[config.mk]
export PLATFORM = sky130hd
export DESIGN_NAME = quoted_printable_encoder
export DESIGN_NICKNAME = d
export VERILOG_FILES = /design/src/design/qpe_pkg.sv /design/src/design/qpe_encode.sv /design/src/design/qpe_serial.sv /design/src/design/quoted_printable_encoder.sv
export SDC_FILE = /design/constraint.sdc
export NUM_CORES = 1
export LEC_CHECK = 0
export ABC_AREA = 1
export BUFFER_PORTS_ARGS = -buffer_cell sky130_fd_sc_hd__buf_2
export CAP_MARGIN = 25
export CORE_ASPECT_RATIO = 1.25
export CORE_MARGIN = 1
export CORE_UTILIZATION = 24
export CTS_CLUSTER_SIZE = 20
export DETAILED_ROUTE_END_ITERATION = 6
export PLACE_DENSITY = 0.37
export SYNTH_ARGS = -nofsm -noshare
export SYNTH_HDL_FRONTEND = slang
export SYNTH_SLANG_ARGS = --single-unit
[constraint.sdc]
create_clock -name clk -period 3.8 [get_ports clk]
set_input_delay 0.38 -clock clk [delete_from_list [all_inputs] [get_ports clk]]
set_output_delay 0.38 -clock clk [all_outputs]
set_load 0.01 [all_outputs]
[src/design/qpe_pkg.sv]
package qpe_pkg;

  localparam int MaxChars = 5;

  localparam logic [1:0] CLS_OTHER   = 2'd0;
  localparam logic [1:0] CLS_NEWLINE = 2'd1;
  localparam logic [1:0] CLS_BLANK   = 2'd2;

  localparam logic [7:0] CH_TAB   = 8'h09;
  localparam logic [7:0] CH_LF    = 8'h0A;
  localparam logic [7:0] CH_SPACE = 8'h20;
  localparam logic [7:0] CH_DOT   = 8'h2E;
  localparam logic [7:0] CH_EQ    = 8'h3D;
  localparam logic [7:0] CH_F     = 8'h46;
  localparam logic [7:0] CH_DEL   = 8'h7F;

  localparam logic [0:0] REG_BREAK_LINES    = 1'd0;
  localparam logic [0:0] REG_WRAP_THRESHOLD = 1'd1;

  typedef struct packed {
    logic [6:0] line_count;
    logic [1:0] prev_class;
  } qpe_state_t;

  typedef struct packed {
    logic [MaxChars-1:0][7:0] chars;
    logic [2:0]               count;
    logic                     last;
  } qpe_group_t;

  function automatic logic [7:0] hex_digit(input logic [3:0] nib);
    if (nib < 4'd10) begin
      return 8'h30 + {4'h0, nib};
    end else begin
      return 8'h37 + {4'h0, nib};
    end
  endfunction

endpackage

[src/design/qpe_encode.sv]
module qpe_encode (
  input  logic [7:0]          data_byte,
  input  logic                last_byte,
  input  qpe_pkg::qpe_state_t state,
  input  logic                break_lines,
  input  logic [6:0]          wrap_threshold,
  output qpe_pkg::qpe_group_t group,
  output qpe_pkg::qpe_state_t state_next
);
  import qpe_pkg::*;

  logic                     esc;
  logic [7:0]               cnt;
  logic [7:0]               cnt_wrap;
  logic [1:0]               cls;
  logic [1:0]               cls_wrap;
  logic                     wrap;
  logic                     soft_brk;
  logic [2:0]               n;
  logic [MaxChars-1:0][7:0] ch;

  always_comb begin
    esc = (data_byte < CH_SPACE && data_byte != CH_LF && data_byte != CH_TAB) ||
          (data_byte == CH_EQ) || (data_byte >= CH_DEL) ||
          (state.line_count == 7'd0 && data_byte == CH_DOT) ||
          (state.prev_class == CLS_NEWLINE && data_byte == CH_F);

    ch = '0;
    if (esc) begin
      ch[0] = CH_EQ;
      ch[1] = hex_digit(data_byte[7:4]);
      ch[2] = hex_digit(data_byte[3:0]);
      n     = 3'd3;
      cnt   = {1'b0, state.line_count} + 8'd3;
      cls   = CLS_OTHER;
    end else if (data_byte == CH_LF) begin
      if (state.prev_class == CLS_BLANK) begin
        ch[0] = CH_EQ;
        ch[1] = CH_LF;
        ch[2] = CH_LF;
        n     = 3'd3;
      end else begin
        ch[0] = CH_LF;
        n     = 3'd1;
      end
      cnt = 8'd0;
      cls = CLS_NEWLINE;
    end else begin
      ch[0] = data_byte;
      n     = 3'd1;
      cnt   = {1'b0, state.line_count} + 8'd1;
      cls   = (data_byte == CH_SPACE || data_byte == CH_TAB) ? CLS_BLANK : CLS_OTHER;
    end

    wrap     = cnt > {1'b0, wrap_threshold};
    cnt_wrap = wrap ? 8'd0 : cnt;
    cls_wrap = (wrap && break_lines) ? CLS_NEWLINE : cls;
    soft_brk = break_lines && (wrap || (last_byte && cnt_wrap != 8'd0));

    // append soft break after the body
    if (soft_brk) begin
      for (int i = 0; i < MaxChars; i++) begin
        if (3'(i) == n) begin
          ch[i] = CH_EQ;
        end
        if (3'(i) == n + 3'd1) begin
          ch[i] = CH_LF;
        end
      end
    end

    group.chars = ch;
    group.count = soft_brk ? n + 3'd2 : n;
    group.last  = last_byte;

    if (last_byte) begin
      state_next.line_count = 7'd0;
      state_next.prev_class = CLS_OTHER;
    end else begin
      state_next.line_count = cnt_wrap[6:0];
      state_next.prev_class = cls_wrap;
    end
  end

endmodule

[src/design/qpe_serial.sv]
module qpe_serial (
  input  logic                clk,
  input  logic                rst,
  input  logic                load,
  input  qpe_pkg::qpe_group_t group,
  output logic                free,
  output logic                m_tvalid,
  input  logic                m_tready,
  output logic [7:0]          m_tdata,  // out_char
  output logic                m_tuser,  // out_last
  output logic                m_tlast   // stream_end
);
  import qpe_pkg::*;

  logic [MaxChars-1:0][7:0] chars;
  logic [2:0]               remaining;
  logic                     last;
  logic                     take;
  logic                     final_beat;

  assign take       = m_tvalid && m_tready;
  assign final_beat = remaining == 3'd1;
  assign free       = !m_tvalid || (take && final_beat);

  assign m_tvalid = remaining != 3'd0;
  assign m_tdata  = chars[0];
  assign m_tuser  = final_beat;
  assign m_tlast  = final_beat && last;

  always_ff @(posedge clk) begin
    if (rst) begin
      remaining <= 3'd0;
    end else if (load) begin
      remaining <= group.count;
    end else if (take) begin
      remaining <= remaining - 3'd1;
    end
  end

  always_ff @(posedge clk) begin
    if (load) begin
      chars <= group.chars;
      last  <= group.last;
    end else if (take) begin
      for (int i = 0; i < MaxChars - 1; i++) begin
        chars[i] <= chars[i+1];
      end
      chars[MaxChars-1] <= '0;
    end
  end

  a_count_range: assert property (@(posedge clk) disable iff (rst)
    remaining <= 3'(MaxChars))
    else $error("char count out of range");

  a_load_when_free: assert property (@(posedge clk) disable iff (rst)
    load |-> (!m_tvalid || (take && final_beat)))
    else $error("group loaded over pending chars");

  a_drain: assert property (@(posedge clk) disable iff (rst)
    (take && final_beat && !load) |=> !m_tvalid)
    else $error("valid after final beat");

  a_end_marks_last: assert property (@(posedge clk) disable iff (rst)
    m_tvalid && m_tlast |-> m_tuser)
    else $error("stream end not on group end");

endmodule

[src/design/quoted_printable_encoder.sv]
// Quoted-printable encoder. Each input beat is one raw byte (tlast marks the
// final byte of a stream) and yields one to five ASCII characters, sent one
// per output beat; tuser marks the last character of each input byte, tlast
// the last character of the stream. Escapes, hard and soft line breaks and
// the line count are worked out combinationally when a byte is accepted, and
// the characters then drain from a five-entry shift register, so an input byte
// occupies the block until its last character has been taken. A new byte is
// taken in the same cycle as the final character of the previous one.
// Registers: index 0 break_lines (reset 1), index 1 wrap_threshold (reset 72);
// write them only while the block is idle.
module quoted_printable_encoder (
  input  logic       clk,
  input  logic       rst,
  input  logic       cfg_we,
  input  logic [0:0] cfg_index,
  input  logic [6:0] cfg_data,
  input  logic       s_tvalid,
  output logic       s_tready,
  input  logic [7:0] s_tdata,   // data_byte
  input  logic       s_tlast,   // last_byte
  output logic       m_tvalid,
  input  logic       m_tready,
  output logic [7:0] m_tdata,   // out_char
  output logic       m_tuser,   // out_last
  output logic       m_tlast    // stream_end
);
  import qpe_pkg::*;

  logic       break_lines;
  logic [6:0] wrap_threshold;
  qpe_state_t state;
  qpe_state_t state_next;
  qpe_group_t group;
  logic       load;
  logic       free;

  assign s_tready = free;
  assign load     = s_tvalid && s_tready;

  always_ff @(posedge clk) begin
    if (rst) begin
      break_lines    <= 1'b1;
      wrap_threshold <= 7'd72;
    end else if (cfg_we) begin
      unique case (cfg_index)
        REG_BREAK_LINES:    break_lines    <= cfg_data[0];
        REG_WRAP_THRESHOLD: wrap_threshold <= cfg_data;
        default: ;
      endcase
    end
  end

  always_ff @(posedge clk) begin
    if (rst) begin
      state.line_count <= 7'd0;
      state.prev_class <= CLS_OTHER;
    end else if (load) begin
      state <= state_next;
    end
  end

  qpe_encode u_encode (
    .data_byte      (s_tdata),
    .last_byte      (s_tlast),
    .state          (state),
    .break_lines    (break_lines),
    .wrap_threshold (wrap_threshold),
    .group          (group),
    .state_next     (state_next)
  );

  qpe_serial u_serial (
    .clk      (clk),
    .rst      (rst),
    .load     (load),
    .group    (group),
    .free     (free),
    .m_tvalid (m_tvalid),
    .m_tready (m_tready),
    .m_tdata  (m_tdata),
    .m_tuser  (m_tuser),
    .m_tlast  (m_tlast)
  );

endmodule

==> metrics.txt <==
DRT Wirelength=roughly 8300 um; Die W=between 100 and 150 um; worst path required time=3840 ps; CTS buffer count=5; Rel. slew slack=0.569; clk slew on worst S/H paths=approximately 70 ps; largest net degree at the start of global routing=35; Area Overhead vs Synth=19.8%; Worst Path Max Fanout=5; Root Driver=clkbuf_16; R2R Path Start=state[3]; CP arrival=3530 ps; total grt overflow=0; Slew Limit Fails=0; Inserted Diodes=0; Die H=131 um; Global Route Usage Sum=0.124; net switching fraction of the power=0.372; fin area=~3900 um2; commonest non-fill, non-tap cell in the layout=nand2_1; Leakage=about 1.8 nW; Core Util, Final=0.299; layout cells sized above 1=0.218; # DRC=0; I/O Buffers=33; Via Count=between 2000 and 3000; GP Congestion=~0.8; CTS tree=yes; Avg Inst Size Synth=approximately 7.9 um2; worst slew pin tran=between 600 and 700 ps; Clock Path Buffers=2; outcome=finished, final reports clean; Hold Slack=approximately 300 ps; final non-filler cell total=~620; # clock sinks=47; FF+latch count, synth=47; register area share after synthesis=0.376; Comb power frac=0.407; Cell Int Power=about 1.4 mW; DRT Pass-1 Iters=4; Clk network pwr share=0.211; IO Count=34; Psw=roughly 850 uW; clock latency on the worst-skew pair=about 290 ps; Syn Nets=between 400 and 500; vias in the first global route=2724; Peak Freq=about 290 MHz; Placed Cells=about 600; Die Area=13900 um2; Worst Setup SP=state[3]; commonest non-fill, non-tap cells in the layout=nand2_1, inv_1, nor2_1; post-DP HPWL=between 6000 and 7000 um; type of origin of the critical path=flop; Cell Pwr Density=594 nW/um2; synth warn=0; Pwr Total=about 2.3 mW; Final #Nets=497; Fin Clk Skew=~6.7 ps; hold path start=cfg_data[6]; Max VDD drop=0.200 mV; period utilization=0.919; H-Tree Depth=2; hold buffer count at cts=0; final hold vios=0; minimum clock period=roughly 3500 ps; Worst Hold Class=input port to flop; Via density=4.44; R2R depth=27; Crit. End Element=flop; Iteration-0 DRC Markers=66; sum of negative setup slack=0 ps; Max Cap Viol=0; setup violators final=0; Post-Syn Area=approximately 3200 um2; Routed Antenna Nets=0; global-route wire length before repair=roughly 13000 um; DP Worst Slack=between 2 and 3 ps; WL/cell=13.4 um; Synth Instances=approximately 400; Initial Utilization=0.250; Worst Hold Path Cells=3; Post-Place Cell Area=3600 um2; CORE AREA=~13000 um2; WS Path Type=flop to flop; Row Count=between 40 and 50; Final WS setup=approximately 310 ps; Fill cells=between 1000 and 1500; Unique masters post-synth=43; initial antenna violation count=0; Seq pwr share=0.382
[cell type report]
| cell class | count | area [um2] | area share |
|---|---|---|---|
| multi-input combinational | 281 | 1690 | 0.439 |
| sequential | 47 | 1210 | 0.314 |
| timing repair buffer | 54 | 343 | 0.0889 |
| inverter | 64 | 240 | 0.0623 |
| tap | 168 | 210 | 0.0545 |
| clock buffer | 8 | 159 | 0.0412 |
[sequential cells by signal, summed over array words and instances (netlist names)]
signal,count
break_lines,1
state,9
u_serial.chars,18
u_serial.last,1
u_serial.m_tdata,8
u_serial.remaining,3
wrap_threshold,7
[Yosys cell counts]
master	instances	area, um2
o21bai_1	1	7.51
o311ai_1	3	26.3
nand3b_1	1	7.51
nor2_2	2	12.5
o211ai_1	5	37.5
a21oi_1	27	135
nand4_1	15	93.8
a21oi_4	1	16.3
buf_1	1	3.75
buf_6	1	11.3
nand3b_4	1	20.0
a211oi_1	2	15.0
o31ai_1	1	7.51
inv_1	57	214
o21a_1	1	7.51
o21ai_0	23	115
nand2_4	3	33.8
clkbuf_1	5	18.8
nor2_1	38	143
nand3_2	1	10.0
and2_4	1	8.76
o21ai_1	3	15.0
nand3_4	3	52.6
or2_2	1	6.26
nand2_2	4	25.0
a31oi_1	3	18.8
buf_2	3	15.0
buf_4	8	60.1
nand2_1	86	323
clkinv_1	2	7.51
nand3_1	14	70.1
nor2_8	1	20.0
o22ai_1	1	6.26
inv_2	5	18.8
a21oi_2	5	43.8
edfxtp_1	27	811
xor2_1	7	61.3
ha_1	22	275
nor3_2	1	10.0
nor2_4	2	22.5
conb_1	1	3.75
o21ai_2	1	8.76
dfxtp_1	20	400
[kinds of logic (layout without fill, tap and decap cells)]
logic type / count (synthesis) / in the layout / share of synthesized area
xor gates and xnor gates: 7 / 7 / 0.0190
AOI/OAI and AO/OA: 77 / 77 / 0.143
and+or+nand+nor: 174 / 174 / 0.267
other: 1 / 1 / 0.00116
DFF: 47 / 47 / 0.376
adders and majority gates: 22 / 22 / 0.0855
buffers and inverters: 82 / 126 / 0.108
[worst paths after layout]
check	to	slack [ps]
worst max-delay path	u_serial.chars[27]	310
worst min-delay path	wrap_threshold[6]	300
worst max register to register	u_serial.chars[27]	310
worst min register to register	wrap_threshold[2]	470
[what timing repair did]
item / in CTS / in global routing
setup endpoints to repair: 0 / 2
resized for setup: 0 / 7
buffers inserted: 0 / 9
[power groups by stage]
stage / Sequential [mW] / Combinational (mW) / Clock, mW
2_1_floorplan: 0.870 / 0.663 / 0
3_3_place_gp: 0.888 / 0.897 / 0
3_5_place_dp: 0.885 / 0.934 / 0
4_1_cts: 0.875 / 0.934 / 0.498
5_1_grt: 0.895 / 1.07 / 0.518
6_report: 0.874 / 0.933 / 0.483
[routing by layer]
layer	up-vias	GRT usage	part of all wire
li1	1425	-	-
met1	1295	0.128	0.40
met2	33	0.244	0.56
met3	9	0.0213	0.019
met4	0	0.0432	0.020
met5	-	0	0
[worst max-delay path, cell delays in order, from the launching register on]
cell and delay, ps:
dfxtp_1 400, inv_1 100, ha_4 180, inv_1 60
nor2_2 50, nand3_4 110, buf_4 140, nand4_1 130
nand2_1 120, inv_1 90, ha_4 280, nand2_1 60
nor2_2 110, nand2_1 60, nand3_1 60, nand2_1 50
nand2_1 50, nand2_1 90, nand3_2 110, a21oi_1 60
nor2_1 110, nand2_1 70, nand2_2 90, nand2_4 70
ha_1 190, inv_1 60, nor2_1 50, or2_2 300
No activity file was read; power rests on OpenSTA's default activity.
